File: config.mk
export PLATFORM = sky130hd
export DESIGN_NAME = json_string_unescape_utf8
export DESIGN_NICKNAME = d
export VERILOG_FILES = /design/src/design/jsu_pkg.sv /design/src/design/json_string_unescape_utf8.sv
export VERILOG_INCLUDE_DIRS = /design/src /design/src/design
export SDC_FILE = /design/constraint.sdc
export NUM_CORES = 1
export LEC_CHECK = 0
export BUFFER_PORTS_ARGS = -buffer_cell sky130_fd_sc_hd__buf_2
export CAP_MARGIN = 20
export CORE_MARGIN = 10
export CORE_UTILIZATION = 40
export CTS_CLUSTER_DIAMETER = 50
export CTS_CLUSTER_SIZE = 8
export DETAILED_ROUTE_END_ITERATION = 16
export GPL_ROUTABILITY_DRIVEN = 0
export GPL_TIMING_DRIVEN = 0
export PLACE_DENSITY = 0.65
export SYNTH_ARGS = -nofsm -noshare
export SYNTH_HDL_FRONTEND = slang
export SYNTH_SLANG_ARGS = --single-unit
File: constraint.sdc
create_clock -name clk -period 3.3 [get_ports clk]
set_input_delay 0.66 -clock clk [delete_from_list [all_inputs] [get_ports clk]]
set_output_delay 0.66 -clock clk [all_outputs]
set_load 0.005 [all_outputs]
File: src/design/json_string_unescape_utf8_assert.svh
// Assertion macros for the JSON string decoder.
`ifndef JSON_STRING_UNESCAPE_UTF8_ASSERT_SVH
`define JSON_STRING_UNESCAPE_UTF8_ASSERT_SVH

`ifndef SYNTHESIS

`define JSU_ASSERT_IMPLIES(lbl, clk_s, rst_s, pre, post) \
  lbl: assert property (@(posedge clk_s) disable iff (rst_s) (pre) |-> (post)) \
    else $error("jsu assertion failed");

`define JSU_ASSERT_NEXT(lbl, clk_s, rst_s, pre, post) \
  lbl: assert property (@(posedge clk_s) disable iff (rst_s) (pre) |=> (post)) \
    else $error("jsu assertion failed");

`else

`define JSU_ASSERT_IMPLIES(lbl, clk_s, rst_s, pre, post)

`define JSU_ASSERT_NEXT(lbl, clk_s, rst_s, pre, post)

`endif

`endif

File: src/design/jsu_pkg.sv
// Types and codes for the JSON string decoder.
package jsu_pkg;

  typedef enum logic [3:0] {
    MODE_IDLE   = 4'b0001,
    MODE_BODY   = 4'b0010,
    MODE_ESCAPE = 4'b0100,
    MODE_HEX    = 4'b1000
  } mode_t;

  localparam logic [1:0] KIND_BYTE  = 2'd0;
  localparam logic [1:0] KIND_CLOSE = 2'd1;
  localparam logic [1:0] KIND_ERROR = 2'd2;

  localparam logic [2:0] CAUSE_NONE     = 3'd0;
  localparam logic [2:0] CAUSE_NO_QUOTE = 3'd1;
  localparam logic [2:0] CAUSE_CONTROL  = 3'd2;
  localparam logic [2:0] CAUSE_ESCAPE   = 3'd3;
  localparam logic [2:0] CAUSE_HEX      = 3'd4;
  localparam logic [2:0] CAUSE_ENDED    = 3'd5;

  localparam logic [7:0] CH_QUOTE  = 8'h22;
  localparam logic [7:0] CH_BSLASH = 8'h5C;
  localparam logic [7:0] CH_SLASH  = 8'h2F;
  localparam logic [7:0] CH_SPACE  = 8'h20;

  typedef struct packed {
    logic [7:0] byte_val;
    logic [1:0] kind;
    logic [2:0] cause;
    logic       last;
  } result_t;

endpackage

File: src/design/json_string_unescape_utf8.sv
// JSON string literal decoder: one input byte per beat, unescaped UTF-8 bytes out.
// Takes one byte per cycle while s_axis_tready is high; an input beat's first result
// is on the bus in the cycle after it. Each input beat makes zero to three result
// beats, held in a three-entry output buffer that drains one entry per cycle while
// m_axis_tready is high; s_axis_tready is high while that buffer is empty or about
// to send its final entry. A \uXXXX escape that encodes to two or three UTF-8 bytes
// therefore holds off input while they drain; every other byte runs at full rate.
// An error result is single and returns the decoder to waiting for an opening quote.
`include "json_string_unescape_utf8_assert.svh"

module json_string_unescape_utf8 (
  input  logic       clk,
  input  logic       rst,
  input  logic       s_axis_tvalid,
  output logic       s_axis_tready,
  input  logic [7:0] s_axis_tdata,   // [7:0] data_byte
  input  logic       s_axis_tuser,   // [0] end_of_input
  output logic       m_axis_tvalid,
  input  logic       m_axis_tready,
  output logic [7:0] m_axis_tdata,   // [7:0] out_byte
  output logic [4:0] m_axis_tuser,   // [1:0] kind, [4:2] error_cause
  output logic       m_axis_tlast    // last_of_run
);

  jsu_pkg::mode_t   mode, mode_next;
  logic [1:0]       digits, digits_next;
  logic [11:0]      acc, acc_next;

  jsu_pkg::result_t res [3];
  jsu_pkg::result_t new_res [3];
  logic [1:0]       rem;
  logic [1:0]       new_cnt;

  logic             in_beat;
  logic             out_beat;
  logic [7:0]       c;
  logic [4:0]       hex;
  logic [15:0]      cp;

  function automatic logic [4:0] hex_digit(input logic [7:0] ch);
    logic [4:0] r;
    r = 5'd0;
    if (ch >= 8'h30 && ch <= 8'h39) r = {1'b1, ch[3:0]};
    else if ((ch >= 8'h61 && ch <= 8'h66) || (ch >= 8'h41 && ch <= 8'h46))
      r = {1'b1, ch[3:0] + 4'd9};
    return r;
  endfunction

  function automatic jsu_pkg::result_t mk(input logic [7:0] b, input logic [1:0] k,
                                          input logic [2:0] e);
    jsu_pkg::result_t r;
    r.byte_val = b;
    r.kind     = k;
    r.cause    = e;
    r.last     = 1'b0;
    return r;
  endfunction

  assign in_beat       = s_axis_tvalid && s_axis_tready;
  assign out_beat      = m_axis_tvalid && m_axis_tready;
  assign s_axis_tready = (rem == 2'd0) || (rem == 2'd1 && m_axis_tready);
  assign c             = s_axis_tdata;
  assign hex           = hex_digit(c);
  assign cp            = {acc, hex[3:0]};

  always_comb begin
    mode_next   = mode;
    digits_next = digits;
    acc_next    = acc;
    new_cnt     = 2'd0;
    for (int i = 0; i < 3; i++) begin
      new_res[i] = mk(8'h00, jsu_pkg::KIND_BYTE, jsu_pkg::CAUSE_NONE);
    end

    if (s_axis_tuser) begin
      new_res[0] = mk(8'h00, jsu_pkg::KIND_ERROR, jsu_pkg::CAUSE_ENDED);
      new_cnt    = 2'd1;
      mode_next  = jsu_pkg::MODE_IDLE;
    end else begin
      unique case (mode)
        jsu_pkg::MODE_IDLE: begin
          if (c == jsu_pkg::CH_SPACE || (c >= 8'h09 && c <= 8'h0D)) begin
            new_cnt = 2'd0;
          end else if (c == jsu_pkg::CH_QUOTE) begin
            mode_next = jsu_pkg::MODE_BODY;
          end else begin
            new_res[0] = mk(8'h00, jsu_pkg::KIND_ERROR, jsu_pkg::CAUSE_NO_QUOTE);
            new_cnt    = 2'd1;
          end
        end
        jsu_pkg::MODE_BODY: begin
          if (c == jsu_pkg::CH_QUOTE) begin
            new_res[0] = mk(8'h00, jsu_pkg::KIND_CLOSE, jsu_pkg::CAUSE_NONE);
            new_cnt    = 2'd1;
            mode_next  = jsu_pkg::MODE_IDLE;
          end else if (c < jsu_pkg::CH_SPACE) begin
            new_res[0] = mk(8'h00, jsu_pkg::KIND_ERROR, jsu_pkg::CAUSE_CONTROL);
            new_cnt    = 2'd1;
            mode_next  = jsu_pkg::MODE_IDLE;
          end else if (c == jsu_pkg::CH_BSLASH) begin
            mode_next = jsu_pkg::MODE_ESCAPE;
          end else begin
            new_res[0] = mk(c, jsu_pkg::KIND_BYTE, jsu_pkg::CAUSE_NONE);
            new_cnt    = 2'd1;
          end
        end
        jsu_pkg::MODE_ESCAPE: begin
          mode_next = jsu_pkg::MODE_BODY;
          new_cnt   = 2'd1;
          case (c)
            jsu_pkg::CH_QUOTE, jsu_pkg::CH_BSLASH, jsu_pkg::CH_SLASH:
              new_res[0] = mk(c, jsu_pkg::KIND_BYTE, jsu_pkg::CAUSE_NONE);
            8'h62: new_res[0] = mk(8'h08, jsu_pkg::KIND_BYTE, jsu_pkg::CAUSE_NONE);
            8'h66: new_res[0] = mk(8'h0C, jsu_pkg::KIND_BYTE, jsu_pkg::CAUSE_NONE);
            8'h6E: new_res[0] = mk(8'h0A, jsu_pkg::KIND_BYTE, jsu_pkg::CAUSE_NONE);
            8'h72: new_res[0] = mk(8'h0D, jsu_pkg::KIND_BYTE, jsu_pkg::CAUSE_NONE);
            8'h74: new_res[0] = mk(8'h09, jsu_pkg::KIND_BYTE, jsu_pkg::CAUSE_NONE);
            8'h75: begin
              mode_next   = jsu_pkg::MODE_HEX;
              digits_next = 2'd0;
              acc_next    = 12'd0;
              new_cnt     = 2'd0;
            end
            default: begin
              new_res[0] = mk(8'h00, jsu_pkg::KIND_ERROR, jsu_pkg::CAUSE_ESCAPE);
              mode_next  = jsu_pkg::MODE_IDLE;
            end
          endcase
        end
        jsu_pkg::MODE_HEX: begin
          if (!hex[4]) begin
            new_res[0] = mk(8'h00, jsu_pkg::KIND_ERROR, jsu_pkg::CAUSE_HEX);
            new_cnt    = 2'd1;
            mode_next  = jsu_pkg::MODE_IDLE;
          end else if (digits != 2'd3) begin
            acc_next    = {acc[7:0], hex[3:0]};
            digits_next = digits + 2'd1;
          end else begin
            mode_next = jsu_pkg::MODE_BODY;
            if (cp[15:7] == 9'd0) begin
              new_res[0] = mk({1'b0, cp[6:0]}, jsu_pkg::KIND_BYTE, jsu_pkg::CAUSE_NONE);
              new_cnt    = 2'd1;
            end else if (cp[15:11] == 5'd0) begin
              new_res[0] = mk({3'b110, cp[10:6]}, jsu_pkg::KIND_BYTE, jsu_pkg::CAUSE_NONE);
              new_res[1] = mk({2'b10, cp[5:0]}, jsu_pkg::KIND_BYTE, jsu_pkg::CAUSE_NONE);
              new_cnt    = 2'd2;
            end else begin
              new_res[0] = mk({4'b1110, cp[15:12]}, jsu_pkg::KIND_BYTE,
                              jsu_pkg::CAUSE_NONE);
              new_res[1] = mk({2'b10, cp[11:6]}, jsu_pkg::KIND_BYTE, jsu_pkg::CAUSE_NONE);
              new_res[2] = mk({2'b10, cp[5:0]}, jsu_pkg::KIND_BYTE, jsu_pkg::CAUSE_NONE);
              new_cnt    = 2'd3;
            end
          end
        end
        default: mode_next = jsu_pkg::MODE_IDLE;
      endcase
    end

    // any exit to idle or body leaves the \u scratch cleared
    if (mode_next != jsu_pkg::MODE_HEX) begin
      digits_next = 2'd0;
      acc_next    = 12'd0;
    end

    case (new_cnt)
      2'd1:    new_res[0].last = 1'b1;
      2'd2:    new_res[1].last = 1'b1;
      2'd3:    new_res[2].last = 1'b1;
      default: new_res[0].last = 1'b0;
    endcase
  end

  always_ff @(posedge clk) begin
    if (rst) begin
      mode   <= jsu_pkg::MODE_IDLE;
      digits <= 2'd0;
      acc    <= 12'd0;
    end else if (in_beat) begin
      mode   <= mode_next;
      digits <= digits_next;
      acc    <= acc_next;
    end
  end

  // output buffer: entry 0 is on the bus, entries shift down per beat
  always_ff @(posedge clk) begin
    if (rst) begin
      rem <= 2'd0;
    end else if (in_beat) begin
      rem <= new_cnt;
    end else if (out_beat) begin
      rem <= rem - 2'd1;
    end
  end

  always_ff @(posedge clk) begin
    if (in_beat) begin
      res[0] <= new_res[0];
      res[1] <= new_res[1];
      res[2] <= new_res[2];
    end else if (out_beat) begin
      res[0] <= res[1];
      res[1] <= res[2];
    end
  end

  assign m_axis_tvalid = (rem != 2'd0);
  assign m_axis_tdata  = res[0].byte_val;
  assign m_axis_tuser  = {res[0].cause, res[0].kind};
  assign m_axis_tlast  = res[0].last;

  `JSU_ASSERT_IMPLIES(a_err_single, clk, rst, m_axis_tvalid && m_axis_tuser[1:0] == jsu_pkg::KIND_ERROR, m_axis_tlast && rem == 2'd1)
  `JSU_ASSERT_IMPLIES(a_ctrl_no_data, clk, rst, m_axis_tvalid && m_axis_tuser[1:0] != jsu_pkg::KIND_BYTE, m_axis_tdata == 8'h00)
  `JSU_ASSERT_IMPLIES(a_last_at_end, clk, rst, m_axis_tvalid, m_axis_tlast == (rem == 2'd1))
  `JSU_ASSERT_NEXT(a_end_to_idle, clk, rst, in_beat && s_axis_tuser, mode == jsu_pkg::MODE_IDLE && acc == 12'd0)

endmodule
==> metrics.txt, run 1 <==
multi-input logic area=1480 um^2; Netlist cell types=55; Fin. Hold Viols=0; DRC=0; CTS root buf=clkbuf_8; Ys Warns=0; Avg Cell Area, Syn=8.90 um^2; PostCTS Resize Cnt=0; Fmax=0.341 GHz; CP required=3.33 ns; endpoints failing setup=0; CP Data Arrival Time=2.96 ns; cts bufs inserted=5; relative slew slack=36.7%; largest net degree at the start of global routing=26; core area=7250 um^2; Inst Count DP=461; post-CTS setup buffers=0; hold buffers post-CTS=0; number of global-route vias before repair=2475; htree depth=2; num rows=31; startpoint type of the worst setup path=primary input; Avg WL per Cell=16.4 um; Worst Path Max Fanout=8; Post-Syn Instances=335; # port buffers=27; Cell Chain, Critical Path=buf_2 > inv_1 > ha_1 > nand3_1 > nor4_2 > nand2b_1 > nand2_1 > a2111oi_0 > a21oi_1; Longest Clk Path Bufs=2; Design Area, Final=3360 um^2; CTS tree=done; Post-Route WL=7730 um; filler instances=712; fin. max-slew vios=0; Crit-path slowest cell=a2111oi_0; CP Capture Type=register; unrepaired setup endpoints after global routing=no; status=complete, no violations; MaxCap Viol Count=0; sequential fraction of the synthesis area=43.6%; DR vias=2714; antenna violations before repair=0; Via-to-Cell Ratio=5.77; worst slew pin tran=0.941 ns; clk slew on worst S/H paths=0.10 ns; Hold Path Class=register to register; WHS=0.478 ns; clock sinks=50; pwr dens=525 nW/um^2; global route overflow=0; GR Util All Layers=13.6%; Storage cell area=1300 um^2; layout net count=391; mapped cell area=2980 um^2; Horiz. Die Dim=106 um; DRT iter0 DRCs=304; Clock Skew=0.00413 ns; non-filler cells, final=470; P&R area growth vs syn=12.8%; final worst slack=0.370 ns; peak supply drop=415 uV; DRT Pass-1 Iters=5; P_leak=1.26 nW; ANT cells=0; Final Critical Period=2.93 ns; worst skew pair latency=0.31 ns; Critical Path Max Stage Delay=0.71 ns; Post-synth EDFFs=30; syn_nets=356; Die ar.=11300 um^2; #FFs+latches synth=50; IO Count=29; dpl hpwl=5810 um; first-pass GRT wire length=12700 um; Final ANT Viol Nets=0; Power, Total=1.77 mW; area post-placement=3240 um^2; critical path type=primary input to register; Die H=106 um; share of cells above drive strength 1=17.3%; Post-synth ARST share=0%; worst slack at placement=-0.144 ns; Starting Density=41.1%; Main synth FF type=edfxtp_1; final worst-path cycle share=88.8%
## state kept, by name, summed over array words and instances (netlist names)
register	count
mode	4
res	30
digits	2
rem	2
acc	12
## through the flow
step | utilization (%) | TNS [ns]
final | 46.4 | 0
after global routing | 46.4 | 0
after CTS | 45.9 | 0
after detailed placement | 44.7 | -0.242
after global placement | 44.7 | -0.169
after floorplan | - | 0
## synth_stat cells (2+ instances only)
cell       number  share of area (%)
a211oi_1        3               0.76
nor3_1         11                1.8
or2_2           2               0.42
nand3_1         6                1.0
a22oi_1         5                1.3
nor4b_1         5                1.5
nand2b_1        5                1.0
nand2_1        47                5.9
a21oi_1        28                4.7
a2bb2oi_1       2               0.59
clkbuf_1        6               0.76
and3_1          3               0.63
a2111oi_0       2               0.59
o41ai_1         2               0.59
o21ai_0        27                4.5
o211ai_1        2               0.50
or4b_2          2               0.67
or2_1           2               0.42
dfxtp_1        20                 13
buf_2           4               0.67
a21o_1          2               0.50
a22o_1          8                2.4
ha_1            8                3.4
nor4_1          4               0.84
edfxtp_1       30                 30
nand3b_1        2               0.50
inv_1          18                2.3
o31ai_1         3               0.76
buf_4          13                3.3
or3_1           3               0.63
or4_1           4                1.0
nor2_1         29                3.7
nand4bb_1       2               0.76
a31oi_1         4               0.84
## cell usage in the layout (no fill, tap or decap), types with 3 or more instances in the layout
cell      instances
nand3_1           6
and3_1            3
edfxtp_1         30
nor3_1           11
buf_4            13
ha_1              8
dfxtp_1          20
clkbuf_8          5
a211oi_1          3
o21ai_0          27
or3_1             3
a22o_1            8
nor4b_1           5
nand2_1          47
nor4_1            3
nor2_1           29
buf_2            31
a21oi_1          28
clkbuf_1          6
nand2b_1          5
or4_1             4
inv_1            18
o31ai_1           3
a31oi_1           4
a22oi_1           5
## routing by layer
layer	up-vias	track usage, %	part of all wire, %
li1	1294	-	-
met1	1242	18.9	43
met2	158	20.1	44
met3	20	2.66	9.9
met4	0	5.61	2.4
met5	-	0	0
## layout make-up
class / count / area share [%]
Buffer: 23 / 4.17
Multi-Input combinational cell: 244 / 44.0
Clock inverter: 3 / 0.632
Timing Repair Buffer: 28 / 4.83
Inverter: 18 / 2.01
Tap cell: 99 / 3.68
Sequential cell: 50 / 38.7
Clock buffer: 5 / 2.05
## worst max-delay path, delay by kind of cell
kind	cells	cell delay (ns)
and+or+nand+nor	4	0.97
AOI/OAI and AO/OA	2	0.81
buffers and inverters	2	0.27
adders and majority gates	1	0.26
## kinds of logic (layout without fill, tap and decap cells)
| kind of cell | after synthesis | in the layout | synth area share, % |
|---|---|---|---|
| buf+inv | 41 | 77 | 6.97 |
| flops | 50 | 50 | 43.6 |
| fa+ha+maj | 8 | 8 | 3.36 |
| xor+xnor | 2 | 2 | 0.588 |
| simple gates | 136 | 136 | 23.9 |
| compound gates | 98 | 98 | 21.5 |
## power breakdown
part / switching, mW / internal [mW] / total, mW
combinational: 0.305 / 0.229 / 0.535
clock: 0.213 / 0.150 / 0.363
sequential: 0.0341 / 0.837 / 0.871
total: 0.553 / 1.22 / 1.77
## final timing paths
kind / from / slack, ns / depth (start not counted) / to
max: s_axis_tdata[0] / 0.37 / 9 / res[0][6]
min: digits[0] / 0.48 / 2 / digits[0]
max reg2reg: acc[7] / 0.50 / 7 / res[0][6]
min reg2reg: digits[0] / 0.48 / 2 / digits[0]
Power figures use the tool's default switching activity.
==> inputs of run 2 (changes only) <==
BUFFER_PORTS_ARGS = unset   (was -buffer_cell sky130_fd_sc_hd__buf_2)
CORE_UTILIZATION = 41   (was 40)
DONT_BUFFER_PORTS = 1   (was unset)
PLACE_DENSITY = 0.62   (was 0.65)
==> metrics.txt, run 2 (synthesis gave the netlist of run 1 again) <==
status=complete, no violations; final worst slack=0.262 ns (-0.109 ns); num rows=31 (unchanged); Die H=105 um (-1.0%); RR Startpoint=acc[7]; number of global-route vias before repair=2369 (-4.3%); RR Endpoint=res[0][6]; sink of the worst hold path=rem[0]; DR vias=2602 (-4.1%); final worst-path cycle share=92.1% (+3.3 points); worst slew pin tran=1.08 ns (+0.144 ns); WHS=0.419 ns (-0.0588 ns); area post-placement=3110 um^2 (-4.2%); max FFs per register=30 (unchanged); Post-Route WL=7650 um (-1.1%); Final ANT Viol Nets=0 (unchanged); core area=7180 um^2 (-1.1%); DRT iter0 DRCs=322 (+5.9%); Fin Setup TNS=0 ns (unchanged); clk slew on worst S/H paths=0.08 ns (-0.02 ns); DRT Pass-1 Iters=5 (unchanged); fin. max-slew vios=0 (unchanged); Power, Total=1.64 mW (-7.0%); PostCTS Resize Cnt=0 (unchanged); unrepaired setup endpoints after global routing=no; hold path depth=1 (-1); Clock Skew=0.00738 ns (+0.00325 ns); GR Util All Layers=13.6% (-0.020 points); Largest Register=res; pwr dens=515 nW/um^2 (-2.0%); largest net degree at the start of global routing=26 (unchanged); MaxCap Viol Count=0 (unchanged); Horiz. Die Dim=105 um (-1.0%); CP required=3.33 ns (about the same); most frequent cells in the layout=47 x nand2_1, 30 x edfxtp_1, 29 x nor2_1, 28 x a21oi_1, 27 x o21ai_0; Top Registers=res x30, acc x12, mode x4; CP Capture Type=register; Design Area, Final=3190 um^2 (-5.1%); P_leak=1.15 nW (-9.4%); IO Count=29 (unchanged); CTS tree=done; cts bufs inserted=5 (unchanged); CTS root buf=clkbuf_8; Fmax=0.329 GHz (-3.6%); worst slack at placement=0.0257 ns (+0.169 ns); Avg WL per Cell=17.3 um (+5.2%); FF-to-FF setup slack=0.54 ns (+0.04 ns); Final Critical Period=3.04 ns (+0.109 ns); P&R area growth vs syn=7.09%; global route overflow=0 (unchanged); relative slew slack=27.0% (-9.7 points); Fin. Hold Viols=0 (unchanged); ANT cells=0 (unchanged); Via-to-Cell Ratio=5.89 (+1.9%); critical path type=primary input to register; commonest non-fill, non-tap cell in the layout=nand2_1; share of cells above drive strength 1=10.5% (-6.8 points); Hold Startpoint=rst; Worst Path Max Fanout=8 (unchanged); first-pass GRT wire length=12500 um (-1.7%); peak supply drop=395 uV (-4.7%); Longest Clk Path Bufs=2 (unchanged); htree depth=2 (unchanged); DRC=0 (unchanged); Hold Path Class=primary input to register; layout net count=363 (-7.2%); dpl hpwl=5900 um (+1.5%); # port buffers=0 (-100%); Starting Density=41.6% (+0.44 points); clock sinks=50 (unchanged); antenna violations before repair=0 (unchanged); post-CTS setup buffers=0 (unchanged); reg2reg path depth=7 (unchanged); startpoint type of the worst setup path=primary input; crit path from=s_axis_tdata[0]; endpoints failing setup=0 (unchanged); Die ar.=11100 um^2 (-2.0%); worst skew pair latency=0.30 ns (about the same); hold buffers post-CTS=0 (unchanged); CP Data Arrival Time=3.07 ns (+0.11 ns)
[run 2: changes by cell type in the layout (fill, tap and decap cells not counted), sizes merged]
cell,delta
buf,-28
clkbuf,+1
clkinv,-1
[run 2: area by class of cell]
type | instances | area, um^2
plain buffers | 23 | 140
clock buffers | 6 | 73.8
clock inverters | 2 | 13.8
fillers | 705 | 3980
inverters | 18 | 67.6
multi-input cells | 244 | 1470
flip-flops and latches | 50 | 1300
well taps | 99 | 124
[run 2: per-stage QoR]
step	std cells	util, %
after global placement	434	43.3
after detailed placement	434	43.3
final	442	44.5
after CTS	442	44.5
after global routing	442	44.5
after floorplan	335	-
[run 2: layer usage]
metal / GRT usage, % / vias up / part of all wire (%)
met5: 0 / - / 0
met4: 4.61 / 0 / 1.7
met3: 3.17 / 15 / 11
met2: 21.1 / 133 / 45
met1: 18.1 / 1212 / 42
li1: - / 1242 / -
[run 2: worst max-delay path by stage]
stage	to	slack, ns	cells after the start
global route	res[0][6]	0.19	8
detailed placement	res[0][6]	0.03	8
floorplan	digits[0]	0.75	8
CTS	res[0][6]	0.35	8
finish	res[0][0]	0.26	7
global placement	res[0][6]	0.06	8
[run 2: critical path, stage by stage]
cell	delay, ns
inv_1	0.08
ha_1	0.27
nand3_1	0.10
nor4_1	0.83
o221ai_1	0.32
nor4_1	0.68
o31ai_1	0.12
[run 2: power breakdown]
part           switching (mW)  internal [mW]  leakage [nW]  total (mW)
logic                   0.270          0.149         0.640       0.418
clock network           0.198          0.153        0.0481       0.351
registers              0.0344          0.841         0.458       0.875
total                   0.502           1.14          1.15        1.64
